===== config.mk =====
export PLATFORM = sky130hd
export DESIGN_NAME = apid_core
export DESIGN_NICKNAME = d
export VERILOG_FILES = /design/src/sv/apid_pkg.sv /design/src/sv/apid_core.sv
export SDC_FILE = /design/constraint.sdc
export NUM_CORES = 2
export LEC_CHECK = 0
export BUFFER_PORTS_ARGS = -buffer_cell sky130_fd_sc_hd__buf_2
export CORE_ASPECT_RATIO = 1.75
export CORE_MARGIN = 5
export CORE_UTILIZATION = 45
export CTS_CLUSTER_DIAMETER = 200
export DETAILED_ROUTE_END_ITERATION = 16
export MAX_ROUTING_LAYER = met4
export PLACE_DENSITY = 0.59
export SYNTH_ARGS = -nofsm -noshare
export SYNTH_HDL_FRONTEND = slang
export SYNTH_SLANG_ARGS = --single-unit

===== constraint.sdc =====
create_clock -name clk_i -period 71 [get_ports clk_i]
set_clock_uncertainty 0.05 [all_clocks]
set_input_delay 17.75 -clock clk_i [delete_from_list [all_inputs] [get_ports clk_i]]
set_output_delay 17.75 -clock clk_i [all_outputs]
set_load 0.03 [all_outputs]

===== src/sv/apid_pkg.sv =====
`timescale 1ns / 1ps
// ----------------------------------------------------------------------------
// apid_pkg: shared types and constants of the angle PID position loop
// Holds the gain width, the config register indexes, the request kinds and
// the gain bundle passed from the register bank to the datapath.
// ----------------------------------------------------------------------------
package apid_pkg;

  // Gains are unsigned fixed point with fractional bits set on the top level
  localparam int GainW = 24;
  // Widest config register
  localparam int CfgW  = 24;
  localparam int CfgAddrW = 2;

  // Drive and offset-binary code widths
  localparam int DriveW = 8;

  typedef enum logic [CfgAddrW-1:0] {
    CFG_KP     = 2'd0,
    CFG_KD     = 2'd1,
    CFG_KI     = 2'd2,
    CFG_TARGET = 2'd3
  } cfg_addr_e;

  typedef enum logic [1:0] {
    KIND_SAMPLE = 2'd0,
    KIND_START  = 2'd1,
    KIND_STOP   = 2'd2
  } kind_e;

  typedef struct packed {
    logic [GainW-1:0] prop;
    logic [GainW-1:0] deriv;
    logic [GainW-1:0] integ;
  } gains_t;

endpackage


===== src/sv/apid_core.sv =====
`timescale 1ns / 1ps
// ----------------------------------------------------------------------------
// apid_core: PID datapath and loop state
// Wraps the angle error, forms the P, D and I terms with the P term clamped,
// saturates the drive sum and truncates it toward zero. Holds the previous error and the
// clamped integrator, updated once per request that moves to the output.
// ----------------------------------------------------------------------------
module apid_core #(
  parameter int ANGLE_BITS     = 16,
  parameter int GAIN_FRAC_BITS = 8
) (
  input  logic                          clk_i,
  input  logic                          rst_ni,
  input  logic                          step_i,
  input  apid_pkg::kind_e               kind_i,
  input  logic [ANGLE_BITS-1:0]         angle_i,
  input  logic [ANGLE_BITS-1:0]         target_i,
  input  apid_pkg::gains_t              gains_i,
  output logic signed [apid_pkg::DriveW-1:0] drive_o,
  output logic                          sat_o
);
  import apid_pkg::*;

  localparam int A     = ANGLE_BITS;
  localparam int F     = GAIN_FRAC_BITS;
  localparam int PW    = GainW + 1 + A;      // P and I products
  localparam int DW    = GainW + 2 + A;      // D product
  localparam int SUM_W = GainW + A + 4;
  localparam int I_W   = F + 7;              // integrator holds [-64,63] scaled

  localparam logic signed [SUM_W-1:0] P_HI   = SUM_W'(511 * (2 ** F));
  localparam logic signed [SUM_W-1:0] P_LO   = -SUM_W'(512 * (2 ** F));
  localparam logic signed [SUM_W-1:0] I_HI   = SUM_W'(63 * (2 ** F));
  localparam logic signed [SUM_W-1:0] I_LO   = -SUM_W'(64 * (2 ** F));
  localparam logic signed [SUM_W-1:0] S_HI   = SUM_W'(111 * (2 ** F));
  localparam logic signed [SUM_W-1:0] S_LO   = -SUM_W'(112 * (2 ** F));
  localparam logic signed [SUM_W-1:0] FRAC_M = SUM_W'((2 ** F) - 1);
  localparam logic signed [I_W-1:0]   I_HI_S = I_W'(63 * (2 ** F));
  localparam logic signed [I_W-1:0]   I_LO_S = -I_W'(64 * (2 ** F));

  logic signed [A-1:0]     prev_err_q, prev_err_d, prev_use;
  logic signed [I_W-1:0]   integ_q, integ_d, integ_use;
  logic signed [A-1:0]     err;
  logic signed [A:0]       derr;
  logic signed [PW-1:0]    p_prod, inc_prod;
  logic signed [DW-1:0]    d_prod;
  logic signed [SUM_W-1:0] p_ext, p_cl, d_ext, inc_ext, integ_ext;
  logic signed [SUM_W-1:0] integ_sum, integ_cl, sum, sum_cl, sum_adj, quot;
  logic                    is_stop, is_start, sum_hit;

  assign is_start = (kind_i == KIND_START);
  assign is_stop  = !((kind_i == KIND_SAMPLE) || is_start);

  // Wrap the error to half a turn by modular subtraction
  assign err = signed'(target_i - angle_i);

  // Prime history and clear the integrator at the start of a move
  assign prev_use  = is_start ? err : prev_err_q;
  assign integ_use = is_start ? '0 : integ_q;
  assign derr      = {err[A-1], err} - {prev_use[A-1], prev_use};

  // Three independent gain products
  assign p_prod   = $signed({1'b0, gains_i.prop}) * err;
  assign d_prod   = $signed({1'b0, gains_i.deriv}) * derr;
  assign inc_prod = $signed({1'b0, gains_i.integ}) * err;

  assign p_ext     = {{(SUM_W-PW){p_prod[PW-1]}}, p_prod};
  assign d_ext     = {{(SUM_W-DW){d_prod[DW-1]}}, d_prod};
  assign inc_ext   = {{(SUM_W-PW){inc_prod[PW-1]}}, inc_prod};
  assign integ_ext = {{(SUM_W-I_W){integ_use[I_W-1]}}, integ_use};

  // Clamp the proportional term
  always_comb begin
    if (p_ext > P_HI) begin
      p_cl = P_HI;
    end else if (p_ext < P_LO) begin
      p_cl = P_LO;
    end else begin
      p_cl = p_ext;
    end
  end

  assign sum       = p_cl + d_ext + inc_ext + integ_ext;
  assign integ_sum = integ_ext + inc_ext;

  // Saturate the integrator
  always_comb begin
    if (integ_sum > I_HI) begin
      integ_cl = I_HI;
    end else if (integ_sum < I_LO) begin
      integ_cl = I_LO;
    end else begin
      integ_cl = integ_sum;
    end
  end

  // Saturate the drive sum and flag the clamp
  always_comb begin
    sum_hit = 1'b1;
    if (sum > S_HI) begin
      sum_cl = S_HI;
    end else if (sum < S_LO) begin
      sum_cl = S_LO;
    end else begin
      sum_cl  = sum;
      sum_hit = 1'b0;
    end
  end

  // Truncate toward zero: bias negative values before the shift
  assign sum_adj = sum_cl + (sum_cl[SUM_W-1] ? FRAC_M : '0);
  assign quot    = sum_adj >>> F;

  assign drive_o = is_stop ? '0 : quot[DriveW-1:0];
  assign sat_o   = is_stop ? 1'b0 : sum_hit;

  // Next loop state
  always_comb begin
    prev_err_d = prev_err_q;
    integ_d    = integ_q;
    if (step_i) begin
      if (is_stop) begin
        prev_err_d = '0;
        integ_d    = '0;
      end else begin
        prev_err_d = err;
        integ_d    = integ_cl[I_W-1:0];
      end
    end
  end

  always_ff @(posedge clk_i or negedge rst_ni) begin
    if (!rst_ni) begin
      prev_err_q <= '0;
      integ_q    <= '0;
    end else begin
      prev_err_q <= prev_err_d;
      integ_q    <= integ_d;
    end
  end

  // Integrator never leaves its clamp window
  a_integ_range: assert property (@(posedge clk_i) disable iff (!rst_ni)
    (integ_q <= I_HI_S) && (integ_q >= I_LO_S))
    else $error("integrator outside clamp window");

  // A stop request leaves cleared loop state
  a_stop_clears: assert property (@(posedge clk_i) disable iff (!rst_ni)
    (step_i && is_stop) |=> (integ_q == '0) && (prev_err_q == '0))
    else $error("loop state not cleared by stop");

  // A saturated drive sits at one of the limits
  a_sat_limit: assert property (@(posedge clk_i) disable iff (!rst_ni)
    sat_o |-> (drive_o == 8'sd111) || (drive_o == -8'sd112))
    else $error("saturated drive not at a limit");

endmodule


==> impl_results.rst <==
.. list-table::
   :header-rows: 1

   * - Metric
     - Value
   * - End of the worst register-to-register path
     - integ_q[12]$_DFFE_PN0P_
   * - Full die area
     - 116000 um^2
   * - Via count of the first global-routing pass
     - 43248
   * - Total half-perimeter wirelength after legalization and detailed placement
     - 123000 um
   * - Number of cells upsized or downsized after cts
     - 0
   * - Area growth from synthesis to layout
     - 4.71%
   * - Time the final worst path needs with I/O delays and setup
     - 57.61 ns
   * - CTS sink count
     - 31
   * - Top-Level Pins
     - 118
   * - First-pass GRT wire length
     - 234000 um
   * - Max Clock Freq
     - 17.4 MHz
   * - Setup repair after global routing missed its margin
     - no
   * - Post-route antenna net violation count
     - 0
   * - Syn_nets
     - 7515
   * - Clock network latency to the later pin of the worst-skew pair
     - 0.29 ns
   * - Clock transition at the register clock pins on the worst setup and hold paths after CTS
     - 0.06 ns
   * - Slew headroom
     - 16.5%
   * - CP Launch Type
     - input pin
   * - Max H-tree Level
     - 2
   * - GP Congestion
     - 0.985
   * - Number of slew-limit violations in the final report
     - 0
   * - Critical-path top delay cell
     - sky130_fd_sc_hd__o41a_2
   * - First-pass detailed-route iteration total
     - 9
   * - Worst path max stage delay
     - 0.76 ns
   * - Startpoint of the most critical hold path
     - integ_q[0]$_DFFE_PN0P_
   * - Clock root buffer
     - sky130_fd_sc_hd__clkbuf_16
   * - Critical path fanouts, max
     - 51
   * - Rows
     - 160
   * - Sequential-to-total area share from yosys stat
     - 1.58%
   * - Commonest register cell after synthesis
     - sky130_fd_sc_hd__dfrtp_1
   * - Maximum buffer depth of the clock tree
     - 2
   * - Starting density of the core
     - 45.3%
   * - Detailed Route Iter0 Violations
     - 1577
   * - Antenna violations before repair
     - 3
   * - Ratio of final minimum period to clock period
     - 81.1%
   * - Mean instance size in the synthesized netlist
     - 8.47 um^2
   * - Critical path required time
     - 53.20 ns
   * - Reported max-cap violation count
     - 0
   * - Port-buffer cells
     - 117
   * - Congestion Overflow GR
     - 0
   * - Final Instance Count excl. Fillers
     - 7200
   * - Worst hold margin
     - 0.429 ns
   * - Start of the worst register-to-register path
     - integ_q[14]$_DFFE_PN0P_
   * - Met1 usage
     - 27.4%
   * - Post-CTS setup buffers
     - 0
   * - Terminating pin of the worst hold path
     - integ_q[0]$_DFFE_PN0P_
   * - Most common cell after layout, fill and taps aside
     - sky130_fd_sc_hd__inv_1
   * - Gate count after technology mapping
     - 5805
   * - Chip width
     - 260 um
   * - Nature of the critical path endpoint
     - output pin
   * - Total clock buffers created by CTS
     - 5
   * - Class of the most critical setup path
     - input pin to output pin
   * - Vias per std cell
     - 5.37
   * - Warnings, synthesis
     - 0
   * - Total wirelength of the detailed-routed design
     - 147000 um
   * - Most used cell, CP
     - sky130_fd_sc_hd__fa_1
   * - Vias after detailed routing
     - 38670
   * - Area of the core
     - 109000 um^2
   * - Status
     - completed
   * - Placed cells
     - 7188
   * - Post-DR wirelength/cell
     - 20.4 um
   * - Maximum number of pins on one net before global-route repair
     - 53
   * - Share of cells above drive strength 1
     - 4.81%
   * - Die height
     - 447 um
   * - Type of the most critical hold path
     - flip-flop to flip-flop
   * - Gr busiest metal
     - met2
   * - Final count of negative-setup-slack endpoints
     - 0
   * - Met3 Resource Use GR
     - 2.18%
   * - Worst-case reg-to-reg path depth
     - 17
   * - Leading cell types in the layout, fill and taps excluded
     - 1401 x sky130_fd_sc_hd__inv_1, 1064 x sky130_fd_sc_hd__fa_1, 816 x sky130_fd_sc_hd__nand2_1, 535 x sky130_fd_sc_hd__ha_1, 368 x sky130_fd_sc_hd__and2_1
   * - Reg-to-reg slack, setup
     - 64.79 ns
   * - Total track usage
     - 26.3%
   * - Setup total negative slack
     - 0 ns
   * - WP data arrival
     - 39.81 ns
   * - TritonCTS clock tree
     - done
   * - Cell depth of the worst min-delay path
     - 1
   * - Met2 Use GR
     - 51.1%
   * - Netlist Area Pre-Place
     - 49200 um^2
   * - Seq cells post-synth
     - 31
   * - EDFF count, synth
     - 0
   * - Count of hold buffers inserted by post-cts repair
     - 0
   * - Hold violation total from the final report
     - 0
   * - Tightest Pin Transition
     - 1.24 ns
   * - Layout filler cell count
     - 10859
   * - Number of unique standard cell types used by synthesis
     - 87
   * - Remaining routing DRC violations
     - 0
   * - Number of nets in the finished design
     - 7447
   * - Synth async-reset ratio
     - 100%
## logic make-up after synthesis
| kind of cell | count (synthesis) | synth area share, % |
|---|---|---|
| adder cells (fa/ha/maj) | 1601 | 57.0 |
| XOR/XNOR | 166 | 2.96 |
| buffers and inverters | 1633 | 12.5 |
| AND/OR/NAND/NOR | 1755 | 17.4 |
| AO/OA/AOI/OAI | 598 | 8.19 |
| multiplexers | 21 | 0.427 |
| flip-flops | 31 | 1.58 |
## critical path, delay by kind of cell
family	cells	cell delay (ns)
AND/OR/NAND/NOR	18	4.83
buffers and inverters	12	1.44
AO/OA/AOI/OAI	31	7.49
adder cells (fa/ha/maj)	18	7.70
XOR/XNOR	4	0.54
## cells in the mapped netlist (10+ instances only)
library cell	count	area, um^2
sky130_fd_sc_hd__o2bb2ai_1	10	87.6
sky130_fd_sc_hd__nor4_1	16	100
sky130_fd_sc_hd__clkbuf_1	224	841
sky130_fd_sc_hd__nor3_1	31	155
sky130_fd_sc_hd__and3_1	18	113
sky130_fd_sc_hd__a22o_1	15	131
sky130_fd_sc_hd__a21o_1	65	488
sky130_fd_sc_hd__nand3_1	38	190
sky130_fd_sc_hd__nand2_1	816	3060
sky130_fd_sc_hd__a211oi_1	23	173
sky130_fd_sc_hd__nor2b_1	86	538
sky130_fd_sc_hd__o21a_1	24	180
sky130_fd_sc_hd__o21bai_1	31	233
sky130_fd_sc_hd__o21ai_0	94	470
sky130_fd_sc_hd__and2_1	368	2300
sky130_fd_sc_hd__nand4_1	22	138
sky130_fd_sc_hd__o31ai_1	18	135
sky130_fd_sc_hd__or3_1	21	131
sky130_fd_sc_hd__nand2b_1	49	307
sky130_fd_sc_hd__mux2i_1	21	210
sky130_fd_sc_hd__xor2_1	58	508
sky130_fd_sc_hd__a21oi_1	168	841
sky130_fd_sc_hd__or2_2	50	313
sky130_fd_sc_hd__nor2_1	180	676
sky130_fd_sc_hd__fa_1	1065	21300
sky130_fd_sc_hd__inv_1	1402	5260
sky130_fd_sc_hd__dfrtp_1	31	776
sky130_fd_sc_hd__xnor2_1	108	946
sky130_fd_sc_hd__ha_1	536	6710
sky130_fd_sc_hd__a31oi_1	16	100
sky130_fd_sc_hd__a21boi_0	13	97.6
sky130_fd_sc_hd__o211ai_1	16	120
## through the flow
step / worst slack (ns) / utilization [%] / instance area [um^2]
after global routing: 11.88 / 47.4 / 51500
after detailed placement: 13.39 / 47.2 / 51300
after floorplan: 16.40 / - / 49200
final: 13.39 / 47.4 / 51500
after global placement: 13.44 / 47.2 / 51300
after CTS: 13.31 / 47.4 / 51500
## registers in the layout, summed over array words and instances, names as in the netlist
register / count
integ_q: 15
prev_err_q: 16
## layout make-up
| type | count | area, um^2 | share of cell area, % |
|---|---|---|---|
| multi-input cells | 4141 | 42600 | 82.7 |
| inverters | 1403 | 5270 | 10.2 |
| well taps | 1458 | 1820 | 3.54 |
| repair buffers | 155 | 871 | 1.69 |
| flip-flops and latches | 31 | 776 | 1.51 |
| clock buffers | 5 | 125 | 0.243 |
| clock inverters | 3 | 43.8 | 0.0850 |
| diodes | 4 | 10.0 | 0.0194 |
## per-layer routing
metal  routed length (um)  vias to the layer above
met5                    0                        -
met3                 5650                      349
met1                51600                    19926
met2                82100                      986
li1                     -                    17409
met4                 7270                        0
## worst max-delay path by stage
stage           startpoint    endpoint  slack (ns)  depth (start not counted)
2_1_floorplan  target_i[0]  drive_o[7]       16.40                         86
3_3_place_gp   target_i[0]  drive_o[7]       13.44                         82
3_5_place_dp   target_i[0]  drive_o[7]       13.39                         83
5_1_grt        target_i[0]  drive_o[7]       11.88                         85
4_1_cts        target_i[0]  drive_o[7]       13.31                         83
6_report       target_i[0]  drive_o[7]       13.39                         83
Power is not shown: default switching activity piles up to over one toggle a cycle in this logic, so the estimate is an artifact.
